`config.mk`:
```
export PLATFORM = sky130hd
export DESIGN_NAME = encoder_rpm_estimator_stall_adapt_core
export DESIGN_NICKNAME = d
export VERILOG_FILES = /design/src/sv/erse_pkg.sv /design/src/sv/encoder_rpm_estimator_stall_adapt_core.sv /design/src/sv/erse_div.sv /design/src/sv/erse_dp.sv /design/src/sv/erse_ctrl.sv
export SDC_FILE = /design/constraint.sdc
export NUM_CORES = 2
export LEC_CHECK = 0
export ABC_AREA = 1
export BUFFER_PORTS_ARGS = -buffer_cell sky130_fd_sc_hd__buf_2
export CAP_MARGIN = 20
export CORE_MARGIN = 3
export CORE_UTILIZATION = 65
export DETAILED_ROUTE_END_ITERATION = 12
export PLACE_DENSITY_LB_ADDON = 0.12
export SYNTH_ARGS = -nofsm -noshare
export SYNTH_HDL_FRONTEND = slang
export SYNTH_SLANG_ARGS = --single-unit
```
`constraint.sdc`:
```
create_clock -name clk -period 13.9 [get_ports clk]
set_clock_uncertainty 0.05 [all_clocks]
set_input_delay 1.39 -clock clk [delete_from_list [all_inputs] [get_ports clk]]
set_output_delay 1.39 -clock clk [all_outputs]
set_load 0.03 [all_outputs]
```
`src/sv/erse_pkg.sv`:
```
// shared constants, types and command/status structs for the rpm estimator
package erse_pkg;

    // history ring (depth must be a power of two)
    localparam int HIST_DEPTH = 16;
    localparam int HIST_AW    = $clog2(HIST_DEPTH);

    // field widths
    localparam int SCALE_W   = 40;
    localparam int TMO_W     = 24;
    localparam int TIME_W    = 32;
    localparam int PWM_W     = 8;
    localparam int RPM_W     = 24;
    localparam int PEAK_W    = 23;
    localparam int CNT_W     = 4;

    // accumulator and divider widths
    localparam int SUM_W     = SCALE_W + HIST_AW + 1;
    localparam int PSUM_W    = PWM_W + HIST_AW;
    localparam int DIV_CW    = $clog2(SUM_W + 1);

    // item kinds
    localparam logic [1:0] MODE_EDGE  = 2'd0;
    localparam logic [1:0] MODE_STALL = 2'd1;
    localparam logic [1:0] MODE_QUERY = 2'd2;

    // direction codes stored in the ring
    localparam logic [1:0] DIR_ZERO = 2'b00;
    localparam logic [1:0] DIR_FWD  = 2'b01;
    localparam logic [1:0] DIR_REV  = 2'b11;

    // register indexes
    localparam logic REG_RPM_SCALE = 1'b0;
    localparam logic REG_TIMEOUT   = 1'b1;

    // reset values and tuning constants
    localparam logic [SCALE_W-1:0] RPM_SCALE_RST = 40'd23272727;
    localparam logic [TMO_W-1:0]   TIMEOUT_RST   = 24'd100000;
    localparam logic [PEAK_W-1:0]  PEAK_RST      = 23'd17920;
    localparam logic [PWM_W-1:0]   THR_RST       = 8'd50;
    localparam logic [PWM_W-1:0]   THR_FLOOR     = 8'd30;
    localparam logic [PWM_W-1:0]   THR_MAX       = 8'd255;
    localparam int                 THR_RISE      = 7;
    localparam int                 THR_FALL      = 2;
    localparam int                 THR_MARGIN    = 25;
    localparam int                 LOW_OFFSET    = 50;
    localparam logic [PWM_W-1:0]   PWM_FULL      = 8'd230;
    localparam logic [TIME_W-1:0]  DT_MIN        = 32'd10;
    localparam int                 DECAY_KEEP    = 243;
    localparam int                 DECAY_ADD     = 13;

    // divider operand select
    typedef enum logic [1:0] {
        DIV_RATE,
        DIV_AVG,
        DIV_PWM
    } div_op_t;

    // controller to datapath
    typedef struct packed {
        logic    take;
        logic    div_start;
        div_op_t div_op;
        logic    skip;
        logic    acc;
        logic    avg_latch;
        logic    peak;
    } erse_cmd_t;

    // datapath to controller
    typedef struct packed {
        logic win_out;
        logic dt_big;
        logic last_step;
        logic div_done;
        logic n_zero;
    } erse_stat_t;

endpackage

```
`src/sv/encoder_rpm_estimator_stall_adapt_core.sv`:
```
// top level: stream ports, register port, controller and datapath
// An encoder edge, a stall check or an undefined kind gives its result word
// in the cycle after acceptance. A query walks back through the 16-entry event
// ring one interval per step: an interval that is skipped takes a single step,
// and one that counts waits for the bit-serial divider (one quotient bit per
// cycle over 45 bits); averaging adds two more divider passes. One item is in
// work at a time; the result word sits in an output register, and the next
// item is taken in the same cycle that the waiting result is taken.
module encoder_rpm_estimator_stall_adapt_core
    import erse_pkg::*;
(
    input  logic         clk,
    input  logic         rst_n,
    // slave side
    input  logic         s_tvalid,
    output logic         s_tready,
    input  logic [79:0]  s_tdata,   // timestamp_us[31:0], drive_pwm[39:32], drive_dir[40],
                                    // window_us[72:41], zero[79:73]
    input  logic [1:0]   s_tuser,   // mode[1:0]
    // master side
    output logic         m_tvalid,
    input  logic         m_tready,
    output logic [103:0] m_tdata,   // rpm[23:0], max_rpm[46:24], position_count[78:47],
                                    // no_speed[86:79], low_speed[94:87], jump_start[95],
                                    // stalled[96], sample_count[100:97], zero[103:101]
    // register port
    input  logic         psel,
    input  logic         penable,
    input  logic         pwrite,
    input  logic [3:0]   paddr,
    input  logic [63:0]  pwdata,
    output logic [63:0]  prdata,
    output logic         pready
);

    erse_cmd_t                cmd;
    erse_stat_t               stat;
    logic [SCALE_W-1:0]       scale_reg;
    logic [TMO_W-1:0]         tmo_reg;
    logic                     reg_sel;
    logic signed [RPM_W-1:0]  rpm;
    logic [PEAK_W-1:0]        max_rpm;
    logic signed [TIME_W-1:0] position_count;
    logic [PWM_W-1:0]         no_speed;
    logic [PWM_W-1:0]         low_speed;
    logic                     jump_start;
    logic                     stalled;
    logic [CNT_W-1:0]         sample_count;

    // configuration registers
    assign reg_sel = paddr[3];
    assign pready  = 1'b1;

    always_ff @(posedge clk or negedge rst_n)
    begin
        if (!rst_n)
        begin
            scale_reg <= RPM_SCALE_RST;
            tmo_reg   <= TIMEOUT_RST;
        end
        else if (psel && penable && pwrite)
        begin
            case (reg_sel)
                REG_RPM_SCALE: scale_reg <= pwdata[SCALE_W-1:0];
                REG_TIMEOUT:   tmo_reg   <= pwdata[TMO_W-1:0];
                default:
                begin
                end
            endcase
        end
    end

    assign prdata = (reg_sel == REG_TIMEOUT) ? {40'b0, tmo_reg} : {24'b0, scale_reg};

    erse_ctrl u_ctrl (
        .clk       (clk),
        .rst_n     (rst_n),
        .in_valid  (s_tvalid),
        .in_mode   (s_tuser),
        .in_ready  (s_tready),
        .out_valid (m_tvalid),
        .out_ready (m_tready),
        .cmd       (cmd),
        .stat      (stat)
    );

    erse_dp u_dp (
        .clk              (clk),
        .rst_n            (rst_n),
        .cmd              (cmd),
        .stat             (stat),
        .mode             (s_tuser),
        .timestamp_us     (s_tdata[31:0]),
        .drive_pwm        (s_tdata[39:32]),
        .drive_dir        (s_tdata[40]),
        .window_us        (s_tdata[72:41]),
        .rpm_scale        (scale_reg),
        .speed_timeout_us (tmo_reg),
        .rpm              (rpm),
        .max_rpm          (max_rpm),
        .position_count   (position_count),
        .no_speed         (no_speed),
        .low_speed        (low_speed),
        .jump_start       (jump_start),
        .stalled          (stalled),
        .sample_count     (sample_count)
    );

    // result word
    assign m_tdata = {3'b0, sample_count, stalled, jump_start, low_speed, no_speed,
                      position_count, max_rpm, rpm};

endmodule

```
`src/sv/erse_div.sv`:
```
// bit-serial restoring divider, one quotient bit per cycle
module erse_div
    import erse_pkg::*;
(
    input  logic              clk,
    input  logic              rst_n,
    input  logic              start,
    input  logic [SUM_W-1:0]  dividend,
    input  logic [TIME_W-1:0] divisor,
    output logic [SUM_W-1:0]  quotient,
    output logic              done
);

    logic [TIME_W-1:0] rem_reg;
    logic [SUM_W-1:0]  quo_reg;
    logic [TIME_W-1:0] dsr_reg;
    logic [DIV_CW-1:0] cnt_reg;
    logic              busy_reg;
    logic              done_reg;
    logic [TIME_W:0]   shifted;
    logic [TIME_W:0]   trial;

    // one shift-subtract step
    assign shifted = {rem_reg, quo_reg[SUM_W-1]};
    assign trial   = shifted - {1'b0, dsr_reg};

    // control
    always_ff @(posedge clk or negedge rst_n)
    begin
        if (!rst_n)
        begin
            busy_reg <= 1'b0;
            done_reg <= 1'b0;
            cnt_reg  <= '0;
        end
        else if (start)
        begin
            busy_reg <= 1'b1;
            done_reg <= 1'b0;
            cnt_reg  <= DIV_CW'(SUM_W);
        end
        else if (busy_reg)
        begin
            cnt_reg <= cnt_reg - 1'b1;
            if (cnt_reg == DIV_CW'(1))
            begin
                busy_reg <= 1'b0;
                done_reg <= 1'b1;
            end
        end
        else
        begin
            done_reg <= 1'b0;
        end
    end

    // remainder and quotient
    always_ff @(posedge clk)
    begin
        if (start)
        begin
            rem_reg <= '0;
            quo_reg <= dividend;
            dsr_reg <= divisor;
        end
        else if (busy_reg)
        begin
            if (!trial[TIME_W])
            begin
                rem_reg <= trial[TIME_W-1:0];
                quo_reg <= {quo_reg[SUM_W-2:0], 1'b1};
            end
            else
            begin
                rem_reg <= shifted[TIME_W-1:0];
                quo_reg <= {quo_reg[SUM_W-2:0], 1'b0};
            end
        end
    end

    assign quotient = quo_reg;
    assign done     = done_reg;

endmodule

```
`src/sv/erse_dp.sv`:
```
// datapath: event ring, position and threshold state, query accumulation
module erse_dp
    import erse_pkg::*;
(
    input  logic                     clk,
    input  logic                     rst_n,
    input  erse_cmd_t                cmd,
    output erse_stat_t               stat,
    input  logic [1:0]               mode,
    input  logic [TIME_W-1:0]        timestamp_us,
    input  logic [PWM_W-1:0]         drive_pwm,
    input  logic                     drive_dir,
    input  logic [TIME_W-1:0]        window_us,
    input  logic [SCALE_W-1:0]       rpm_scale,
    input  logic [TMO_W-1:0]         speed_timeout_us,
    output logic signed [RPM_W-1:0]  rpm,
    output logic [PEAK_W-1:0]        max_rpm,
    output logic signed [TIME_W-1:0] position_count,
    output logic [PWM_W-1:0]         no_speed,
    output logic [PWM_W-1:0]         low_speed,
    output logic                     jump_start,
    output logic                     stalled,
    output logic [CNT_W-1:0]         sample_count
);

    // event ring
    logic [TIME_W-1:0]  time_mem [HIST_DEPTH];
    logic [1:0]         dir_mem  [HIST_DEPTH];
    logic [PWM_W-1:0]   pwm_mem  [HIST_DEPTH];

    logic [HIST_AW-1:0] ws_reg;
    logic [TIME_W-1:0]  edge_reg;
    logic [PEAK_W-1:0]  peak_reg;
    logic [PWM_W-1:0]   thr_reg;
    logic               kick_reg;
    logic               stalled_reg;
    logic [RPM_W-1:0]   rpm_reg;
    logic [HIST_AW-1:0] n_reg;

    // query working registers
    logic [TIME_W-1:0]  now_reg;
    logic [TIME_W-1:0]  win_reg;
    logic [HIST_AW-1:0] s_reg;
    logic [TIME_W-1:0]  cur_time_reg;
    logic [1:0]         cur_dir_reg;
    logic [PWM_W-1:0]   cur_pwm_reg;
    logic [SUM_W-1:0]   sum_reg;
    logic [PSUM_W-1:0]  psum_reg;
    logic [PEAK_W-1:0]  mag_reg;

    logic [HIST_AW-1:0] prev_idx;
    logic [HIST_AW-1:0] j_idx;
    logic [TIME_W-1:0]  prev_time;
    logic [TIME_W-1:0]  stall_gap;
    logic               is_stall;
    logic [PWM_W:0]     thr_up;
    logic [PWM_W:0]     thr_margin;
    logic [PWM_W:0]     low_sum;
    logic [TIME_W-1:0]  dt;
    logic [TIME_W-1:0]  age;
    logic [SUM_W-1:0]   abs_sum;
    logic [SUM_W-1:0]   div_dividend;
    logic [TIME_W-1:0]  div_divisor;
    logic [SUM_W-1:0]   div_q;
    logic               div_done;
    logic [SUM_W-1:0]   acc_term;
    logic [PSUM_W-1:0]  mean_pwm;
    logic [PEAK_W+8:0]  decay_mix;

    // ring addressing
    assign prev_idx  = ws_reg - 1'b1;
    assign j_idx     = ws_reg - s_reg - 1'b1;
    assign prev_time = time_mem[prev_idx];

    // stall check arithmetic
    assign stall_gap  = timestamp_us - prev_time;
    assign is_stall   = stall_gap >= {{(TIME_W-TMO_W){1'b0}}, speed_timeout_us};
    assign thr_up     = {1'b0, thr_reg} + (PWM_W+1)'(THR_RISE);
    assign thr_margin = {1'b0, thr_reg} + (PWM_W+1)'(THR_MARGIN);
    assign low_sum    = {1'b0, thr_reg} + (PWM_W+1)'(LOW_OFFSET);

    // query step status
    assign age = now_reg - cur_time_reg;
    assign dt  = cur_time_reg - time_mem[j_idx];

    always_comb
    begin
        stat.win_out   = age > win_reg;
        stat.dt_big    = dt > DT_MIN;
        stat.last_step = s_reg == HIST_AW'(HIST_DEPTH - 1);
        stat.div_done  = div_done;
        stat.n_zero    = n_reg == '0;
    end

    // divider operand select
    assign abs_sum = sum_reg[SUM_W-1] ? (~sum_reg + 1'b1) : sum_reg;

    always_comb
    begin
        case (cmd.div_op)
            DIV_RATE:
            begin
                div_dividend = {{(SUM_W-SCALE_W){1'b0}}, rpm_scale};
                div_divisor  = dt;
            end
            DIV_AVG:
            begin
                div_dividend = abs_sum;
                div_divisor  = {{(TIME_W-HIST_AW){1'b0}}, n_reg};
            end
            DIV_PWM:
            begin
                div_dividend = {{(SUM_W-PSUM_W){1'b0}}, psum_reg};
                div_divisor  = {{(TIME_W-HIST_AW){1'b0}}, n_reg};
            end
            default:
            begin
                div_dividend = '0;
                div_divisor  = '0;
            end
        endcase
    end

    erse_div u_div (
        .clk      (clk),
        .rst_n    (rst_n),
        .start    (cmd.div_start),
        .dividend (div_dividend),
        .divisor  (div_divisor),
        .quotient (div_q),
        .done     (div_done)
    );

    // signed contribution of one interval
    always_comb
    begin
        case (cur_dir_reg)
            DIR_FWD: acc_term = div_q;
            DIR_REV: acc_term = ~div_q + 1'b1;
            default: acc_term = '0;
        endcase
    end

    assign mean_pwm  = div_q[PSUM_W-1:0];
    assign decay_mix = (PEAK_W+9)'(DECAY_KEEP) * {9'b0, peak_reg}
                     + (PEAK_W+9)'(DECAY_ADD) * {9'b0, mag_reg};

    // event ring writes
    always_ff @(posedge clk or negedge rst_n)
    begin
        if (!rst_n)
        begin
            for (int k = 0; k < HIST_DEPTH; k++)
            begin
                time_mem[k] <= '0;
                dir_mem[k]  <= DIR_ZERO;
                pwm_mem[k]  <= '0;
            end
        end
        else if (cmd.take && (mode == MODE_EDGE || (mode == MODE_STALL && is_stall)))
        begin
            time_mem[ws_reg] <= timestamp_us;
            pwm_mem[ws_reg]  <= drive_pwm;
            if (mode == MODE_STALL)
                dir_mem[ws_reg] <= DIR_ZERO;
            else
                dir_mem[ws_reg] <= drive_dir ? DIR_FWD : DIR_REV;
        end
    end

    // persistent state
    always_ff @(posedge clk or negedge rst_n)
    begin
        if (!rst_n)
        begin
            ws_reg      <= '0;
            edge_reg    <= '0;
            peak_reg    <= PEAK_RST;
            thr_reg     <= THR_RST;
            kick_reg    <= 1'b1;
            stalled_reg <= 1'b0;
            rpm_reg     <= '0;
            n_reg       <= '0;
            s_reg       <= '0;
        end
        else if (cmd.take)
        begin
            stalled_reg <= 1'b0;
            rpm_reg     <= '0;
            n_reg       <= '0;
            s_reg       <= HIST_AW'(1);
            case (mode)
                MODE_EDGE:
                begin
                    ws_reg   <= ws_reg + 1'b1;
                    edge_reg <= drive_dir ? edge_reg + 1'b1 : edge_reg - 1'b1;
                end
                MODE_STALL:
                begin
                    if (is_stall)
                    begin
                        ws_reg      <= ws_reg + 1'b1;
                        kick_reg    <= 1'b1;
                        stalled_reg <= 1'b1;
                        if (drive_pwm > thr_reg)
                            thr_reg <= thr_up[PWM_W] ? THR_MAX : thr_up[PWM_W-1:0];
                    end
                    else if ({1'b0, drive_pwm} < thr_margin)
                    begin
                        thr_reg <= (thr_reg < THR_FLOOR + PWM_W'(THR_FALL)) ? THR_FLOOR
                                   : thr_reg - PWM_W'(THR_FALL);
                    end
                end
                default:
                begin
                end
            endcase
        end
        else
        begin
            if (cmd.skip || cmd.acc)
                s_reg <= s_reg + 1'b1;
            if (cmd.acc)
                n_reg <= n_reg + 1'b1;
            if (cmd.avg_latch)
            begin
                if (sum_reg[SUM_W-1])
                    rpm_reg <= (div_q > SUM_W'(24'h800000)) ? 24'h800000
                               : ~div_q[RPM_W-1:0] + 1'b1;
                else
                    rpm_reg <= (div_q > SUM_W'(24'h7FFFFF)) ? 24'h7FFFFF
                               : div_q[RPM_W-1:0];
            end
            if (cmd.peak)
            begin
                if (mag_reg > peak_reg)
                    peak_reg <= mag_reg;
                else if (mean_pwm > PSUM_W'(PWM_FULL))
                    peak_reg <= decay_mix[PEAK_W+7:8];
            end
        end
    end

    // query working registers
    always_ff @(posedge clk)
    begin
        if (cmd.take)
        begin
            now_reg      <= timestamp_us;
            win_reg      <= window_us;
            cur_time_reg <= prev_time;
            cur_dir_reg  <= dir_mem[prev_idx];
            cur_pwm_reg  <= pwm_mem[prev_idx];
            sum_reg      <= '0;
            psum_reg     <= '0;
        end
        else
        begin
            if (cmd.acc)
            begin
                sum_reg      <= sum_reg + acc_term;
                psum_reg     <= psum_reg + {{HIST_AW{1'b0}}, cur_pwm_reg};
                cur_time_reg <= time_mem[j_idx];
                cur_dir_reg  <= dir_mem[j_idx];
                cur_pwm_reg  <= pwm_mem[j_idx];
            end
            if (cmd.avg_latch)
                mag_reg <= (div_q > SUM_W'(23'h7FFFFF)) ? 23'h7FFFFF : div_q[PEAK_W-1:0];
        end
    end

    // result fields
    assign rpm            = rpm_reg;
    assign max_rpm        = peak_reg;
    assign position_count = edge_reg;
    assign no_speed       = thr_reg;
    assign low_speed      = low_sum[PWM_W] ? THR_MAX : low_sum[PWM_W-1:0];
    assign jump_start     = kick_reg;
    assign stalled        = stalled_reg;
    assign sample_count   = (n_reg > HIST_AW'(15)) ? 4'd15 : CNT_W'(n_reg);

endmodule

```
`src/sv/erse_ctrl.sv`:
```
// controller: handshakes and sequencing of the query walk
module erse_ctrl
    import erse_pkg::*;
(
    input  logic       clk,
    input  logic       rst_n,
    input  logic       in_valid,
    input  logic [1:0] in_mode,
    output logic       in_ready,
    output logic       out_valid,
    input  logic       out_ready,
    output erse_cmd_t  cmd,
    input  erse_stat_t stat
);

    typedef enum logic [2:0] {
        ST_IDLE,
        ST_CHK,
        ST_RDIV,
        ST_AVG,
        ST_AWAIT,
        ST_PWM,
        ST_PWAIT,
        ST_FIN
    } state_t;

    state_t state_reg;
    state_t state_next;
    logic   ov_reg;
    logic   ov_next;
    logic   out_free;
    logic   take;

    assign out_free = !ov_reg || out_ready;
    assign in_ready = (state_reg == ST_IDLE) && out_free;
    assign take     = in_valid && in_ready;

    // next state and commands
    always_comb
    begin
        state_next    = state_reg;
        ov_next       = ov_reg && !out_ready;
        cmd           = '0;
        cmd.div_op    = DIV_RATE;
        case (state_reg)
            ST_IDLE:
            begin
                if (take)
                begin
                    cmd.take = 1'b1;
                    if (in_mode == MODE_QUERY)
                        state_next = ST_CHK;
                    else
                        ov_next = 1'b1;
                end
            end
            ST_CHK:
            begin
                if (stat.win_out)
                    state_next = stat.n_zero ? ST_FIN : ST_AVG;
                else if (stat.dt_big)
                begin
                    cmd.div_start = 1'b1;
                    state_next    = ST_RDIV;
                end
                else
                begin
                    cmd.skip = 1'b1;
                    if (stat.last_step)
                        state_next = stat.n_zero ? ST_FIN : ST_AVG;
                end
            end
            ST_RDIV:
            begin
                if (stat.div_done)
                begin
                    cmd.acc    = 1'b1;
                    state_next = stat.last_step ? ST_AVG : ST_CHK;
                end
            end
            ST_AVG:
            begin
                cmd.div_start = 1'b1;
                cmd.div_op    = DIV_AVG;
                state_next    = ST_AWAIT;
            end
            ST_AWAIT:
            begin
                if (stat.div_done)
                begin
                    cmd.avg_latch = 1'b1;
                    state_next    = ST_PWM;
                end
            end
            ST_PWM:
            begin
                cmd.div_start = 1'b1;
                cmd.div_op    = DIV_PWM;
                state_next    = ST_PWAIT;
            end
            ST_PWAIT:
            begin
                if (stat.div_done)
                begin
                    cmd.peak   = 1'b1;
                    state_next = ST_FIN;
                end
            end
            ST_FIN:
            begin
                if (out_free)
                begin
                    ov_next    = 1'b1;
                    state_next = ST_IDLE;
                end
            end
            default:
            begin
                state_next = ST_IDLE;
            end
        endcase
    end

    // state and result valid
    always_ff @(posedge clk or negedge rst_n)
    begin
        if (!rst_n)
        begin
            state_reg <= ST_IDLE;
            ov_reg    <= 1'b0;
        end
        else
        begin
            state_reg <= state_next;
            ov_reg    <= ov_next;
        end
    end

    assign out_valid = ov_reg;

endmodule

```
## Yosys cells after proc, flatten, opt, wreduce, memory -nomap -nowiden

Cells that the tools add are included.

- Bits in registers: 1143
- Bits of input ports: 157
- Logic and storage cells: 287

- Add/subtract/negate cells: 23
- Multipliers: 2
- Magnitude comparators: 15
- Equal/unequal tests: 25
- Muxes and demuxes: 104
- Bitwise gates (word level): 10
- Reduce and logical (&&, ||, !) cells: 34

Operators with widths:

| operator | number |
|---|---|
| $bwmux W512 | 1 |
| $mux W32 | 10 |
| $bmux W32 S4 | 2 |
| $mux W45 | 3 |
| $pmux W45 S3 | 1 |
| $bwmux W128 | 1 |
| $demux W32 S4 | 1 |
| $mux W24 | 5 |
| $mux W8 | 13 |
| $sub A32 B32 Y32 | 3 |
| $add A45 B1 Y45 const B | 2 |
| $not A45 Y45 | 2 |
| $pmux W45 S2 | 1 |
| $bmux W8 S4 | 2 |
| $pmux W32 S2 | 1 |
| $mux W23 | 2 |
| $add A45 B45 Y45 | 1 |
| $gt A45 B23 Y1 const B | 1 |
| $gt A45 B24 Y1 const B | 1 |
| $mux W40 | 1 |
| $sub A33 B32 Y33 | 1 |
| $add A32 B1 Y32 const B | 1 |
| $and A32 B32 Y32 | 1 |
| $bwmux W32 | 1 |
| 64 further kinds | 155 |

## Longest topological paths before layout

- Depth in word-level cells: 14
- Depth in mapped cells: 42
- Gate-level depth less buffers: 35

## Modules after synthesis

From an unflattened synthesis, not the netlist that was laid out.

- Cells, all modules: 11925
- Area, all modules: 84302.1 um^2

Modules (own cells, without submodules):

| module | instances | cells each | area an instance (um^2) | sequential area each (um^2) |
|---|---|---|---|---|
| erse_dp | 1 | 10335 | 73032.5 | 24340.8 |
| erse_div | 1 | 1098 | 7513.5 | 3153.0 |
| encoder_rpm_estimator_stall_adapt_core | 1 | 424 | 3318.2 | 1625.3 |
| erse_ctrl | 1 | 68 | 437.9 | 100.1 |

## Least setup slack after synthesis

No wires, ideal clock.

- Path type: register to register
- Start point: register u_dp.ws_reg[0]
- End point: register u_dp.time_mem[309] (netlist bit)
- Library setup time: 133 ps
- Arrival time: 6780 ps
- Required time: 13717 ps
- Path slack: 6937 ps
- Stages on the path, launching flop included: 36
- Cells stage by stage: dfrtp_1 buf_4 inv_2 buf_2 clkbuf_1 buf_2 clkbuf_1 clkbuf_1 ha_1 clkbuf_1 clkbuf_1 buf_1 o21ai_0 a21oi_1 o221ai_1 nand2_1 inv_1 ha_1 fa_1 o21ai_1 a21oi_1 o21ai_1 a21boi_0 o21ai_0 xor2_1 ha_1 nand2_1 o21ai_0 a21oi_1 nand3_1 nor3_4 nand3_4 buf_6 nand3_4 buf_2 o21ai_0

- Longest elaborated chain between the ends: 10
- Elaborated cells between the ends (all ways): 17

RTL lines:

| element | RTL line | RTL |
|---|---|---|
| start, declared | erse_dp.sv:31 | `logic [HIST_AW-1:0] ws_reg;` |
| start signal, assigned | erse_dp.sv:195 | `ws_reg <= ws_reg + 1'b1;` |
| start signal, assigned | erse_dp.sv:202 | `ws_reg <= ws_reg + 1'b1;` |
| $sub A4 B1 Y4 | erse_dp.sv:71 | `assign prev_idx = ws_reg - 1'b1;` |
| named net u_dp.prev_idx[0] | erse_dp.sv:51 | `logic [HIST_AW-1:0] prev_idx;` |
| $not A4 Y5 (implied by the code) | erse_dp.sv:73 | `assign prev_time = time_mem[prev_idx];` |
| $bmux W32 S4 | erse_dp.sv:73 |  |
| $mux W32 (implied by the code) (2 in series) | erse_dp.sv:73 |  |
| $sub A32 B32 Y32 | erse_dp.sv:76 | `assign stall_gap = timestamp_us - prev_time;` |
| $ge A32 B24 Y1 | erse_dp.sv:77 | `assign is_stall = stall_gap >= {{(TIME_W-TMO_W){1'b0}}, speed_timeout_us};` |
| $logic_and A1 B1 Y1 | erse_dp.sv:160 | `else if (cmd.take && (mode == MODE_EDGE \|\| (mode == MODE_STALL && is_stall)))` |
| $logic_or A1 B1 Y1 | erse_dp.sv:160 |  |
| $logic_and A1 B1 Y1 | erse_dp.sv:160 |  |
| end signal, assigned by index | erse_dp.sv:162 | `time_mem[ws_reg] <= timestamp_us;` |
| end, declared | erse_dp.sv:27 | `logic [TIME_W-1:0] time_mem [HIST_DEPTH];` |

The timed path passes the listed nets, and every way through them passes these cells. The select of a mux whose other input is x is not followed.
A chain may end at the register's enable or synchronous reset.

## Final worst setup path

- Start point: register u_dp.ws_reg[0]
- End point: register u_dp.time_mem[154] (netlist bit)

- Longest elaborated chain between the ends: 10
- Elaborated cells between the ends (all ways): 17

RTL lines:

| element | RTL line |
|---|---|
| $sub A4 B1 Y4 | erse_dp.sv:71 |
| $not A4 Y5 (implied by the code) | erse_dp.sv:73 |
| $bmux W32 S4 | erse_dp.sv:73 |
| $mux W32 (implied by the code) (2 in series) | erse_dp.sv:73 |
| $sub A32 B32 Y32 | erse_dp.sv:76 |
| $ge A32 B24 Y1 | erse_dp.sv:77 |
| $logic_and A1 B1 Y1 | erse_dp.sv:160 |
| $logic_or A1 B1 Y1 | erse_dp.sv:160 |
| $logic_and A1 B1 Y1 | erse_dp.sv:160 |

Parallel ways exist; a longest one is shown, timed or not. The select of a mux whose other input is x is not followed.

==> results.yml <==
global_route:
  grt_pass1_vias: 73240
  grt.total_usage: 0.4201
  antenna_found_initial: 9
  grt_pass1_wl_um: 416500
  grt_max_degree: 167
  grt_overflow: 0
placement:
  dp_hpwl_um: 188100
  numPlacedInstances: 12070
  place_ws_ns: 4.104
  place_area_um2: 81250
  numPortBuffers: 264
  gp_congestion: 1.018
timing:
  worst_slew_pin_slew_ns: 1.275
  final-setup-viol-count: 0
  setup_ws_ns: 3.696
  hold_violations: 0
  fmax_mhz: 98.00
  period_share: 0.7341
  final-max-slew-violation-count: 0
  setup_tns_ns: 0
  max_slew_margin: 0.1459
  final.min_clock_period_ns: 10.20
  rsz0062_at_grt: "no"
floorplanning:
  die_y_um: 356.2
  row_count: 127
  initial_core_util: 0.6600
  die-area_um2: 126900
  core_um2: 120800
  io_pins: 328
  die_w_um: 356.2
finish:
  regMostFlops: "u_dp.time_mem"
  layout.nets: 11310
  layout_commonest_cell: "nand2_1"
  final_cells: 12300
  reg_top3: "u_dp.time_mem (512), u_dp.pwm_mem (128)"
  final_cell_mix: "2168 x nand2_1, 1664 x o21ai_0, 1299 x inv_1"
  drive_gt1_frac: 0.06029
  synthToLayoutAreaGrowth_pct: 7.125
  largest_register_ffs: 512
  final_area_um2: 85390
setup_path:
  cp_data_required_time_ns: 14.44
  cp.arrival_ns: 10.74
  path_max_fanout: 68
  start_kind: "flip-flop"
  path_class: "flip-flop to flip-flop"
  setup.worst_path.end_class: "flip-flop"
  critical_path.top_delay_family: "compound AO/OA/AOI/OAI gates"
  critPathBufInv: 4
  crit_top_cell: "o21ai_0"
  crit_slowest_cell: "clkinv_2"
  cp_slowest_stage_delay_ns: 0.85
clock_network:
  cts_root_buf: "clkbuf_16"
  cts_tree: "built"
  post_cts_buffers: 0
  postCtsHoldBufs: 0
  clock_latency_ns: 0.80
  cts_buffers: 120
  ctsHtreeMaxLevel: 3
  cts.sinks: 1143
  postCtsResizedCells: 0
  clk_pin_slew_ns: 0.06
  cts.path.max_buffers: 3
synth:
  yosysWarnings: 0
  synth_edf_count: 206
  seq_area_frac_synth: 0.3666
  ys_ff_latch: 1143
  syn_area_per_cell_um2: 7.455
  ys.flop_type: "dfrtp_1"
  yosys.area.top_type: "dfrtp_1"
  synth_area_um2: 79710
  synth_cell_type_count: 59
  synth_area_leaders: "dfrtp_1 26%, o21ai_0 10%, nand2_1 10%"
  synthArstFlopShare: 0.7419
  postSynthCellCount: 10690
  synth_top_area_frac: 0.2584
outcome:
  status: "completed"
routing:
  dr.first_iter.drc_count: 10850
  dr_wl_met3_um: 34820
  maxUsedRoutingLayer: "met5"
  drc: 0
  viasPerCell: 6.366
  wirelength_um: 271500
  wl_per_cell_um: 22.06
  first_pass_iters: 11
  vias: 78330
  met1_length_um: 104500
  wl_met2_um: 118600
  ant_nets: 0
worst_hold_path:
  holdCritPathClass: "flip-flop to flip-flop"
job:
  maxCapViolCount: 0
==> layer usage <==
metal,global-route usage,vias to the layer above
met5,0,-
met4,0.1901,8
met3,0.1086,855
met2,0.6389,4872
met1,0.5671,36820
li1,-,35770
==> Yosys cell counts (59+ instances only) <==
cell	instances
dfrtp_1	823
o211ai_1	144
xor2_1	115
clkbuf_1	406
xnor2_1	69
buf_4	87
o21ai_1	95
o21ai_0	1664
nand2_1	2176
nand4_1	78
fa_1	153
o22ai_1	59
nand3_1	450
edfxtp_1	206
nor2_1	666
o221ai_1	77
a21oi_1	936
dfxtp_1	89
inv_1	1302
buf_2	79
ha_1	419
nor3_1	74
==> cell type report <==
type | count | area (um^2)
sequential | 1143 | 29220
multi-input combinational | 7640 | 43000
timing repair buffer | 357 | 2120
antenna | 10 | 25.02
clock buffer | 188 | 3622
tap | 1612 | 2017
inverter | 1316 | 4965
fill | 9979 | 35380
clock inverter | 38 | 412.9
==> cell families (layout without fill, tap and decap cells) <==
| kind of cell | after synthesis | after routing | share of synthesized area |
|---|---|---|---|
| buf+inv | 1936 | 1899 | 0.09660 |
| simple gates | 3543 | 3543 | 0.1832 |
| other cells | 2 | 39 | 0.00009422 |
| fa+ha+maj | 572 | 572 | 0.1042 |
| compound gates | 3311 | 3311 | 0.2287 |
| flops | 1143 | 1143 | 0.3666 |
| xor+xnor | 185 | 185 | 0.02056 |
==> through the flow <==
stage	util	hold slack, ns
6_report	0.7070	0.4336
5_1_grt	0.7069	0.4452
4_1_cts	0.7062	0.4320
3_5_place_dp	0.6728	0.4184
3_3_place_gp	0.6728	0.4059
2_1_floorplan	-	0.3919
==> path summary, 6_finish.rpt <==
kind	start	endpoint	slack, ns	cells past startpoint
setup / recovery	u_dp.ws_reg[0]	u_dp.time_mem[154]	3.70	25
hold / removal	u_dp.pwm_mem[65]	u_dp.pwm_mem[65]	0.43	2
setup reg to reg	u_dp.ws_reg[0]	u_dp.time_mem[154]	3.70	25
hold reg to reg	u_dp.pwm_mem[65]	u_dp.pwm_mem[65]	0.43	2
max in group asynchronous	rst_n	u_dp.rpm[1]	9.83	4
min in group asynchronous	rst_n	u_dp.time_mem[326]	0.59	1
==> worst register-to-register path, stage by stage, from the launching register on <==
cell	delay [ns]
dfrtp_4	0.52
inv_8	0.28
ha_4	0.78
clkinv_2	0.88
o21ai_0	0.45
o221ai_1	0.16
nand2_1	0.21
inv_1	0.06
ha_1	0.26
fa_1	0.44
o21ai_1	0.53
a21oi_1	0.24
o21ai_1	0.47
a21boi_0	0.24
o21ai_0	0.24
xor2_1	0.27
ha_1	0.28
nand2_1	0.12
o21ai_0	0.11
a21oi_1	0.16
nand3_1	0.14
nor3_4	0.66
nand3_4	0.79
nand3_4	0.78
buf_4	0.62
o21ai_0	0.26
Power is not shown: default switching activity piles up to over one toggle a cycle in this logic, so the estimate is an artifact.
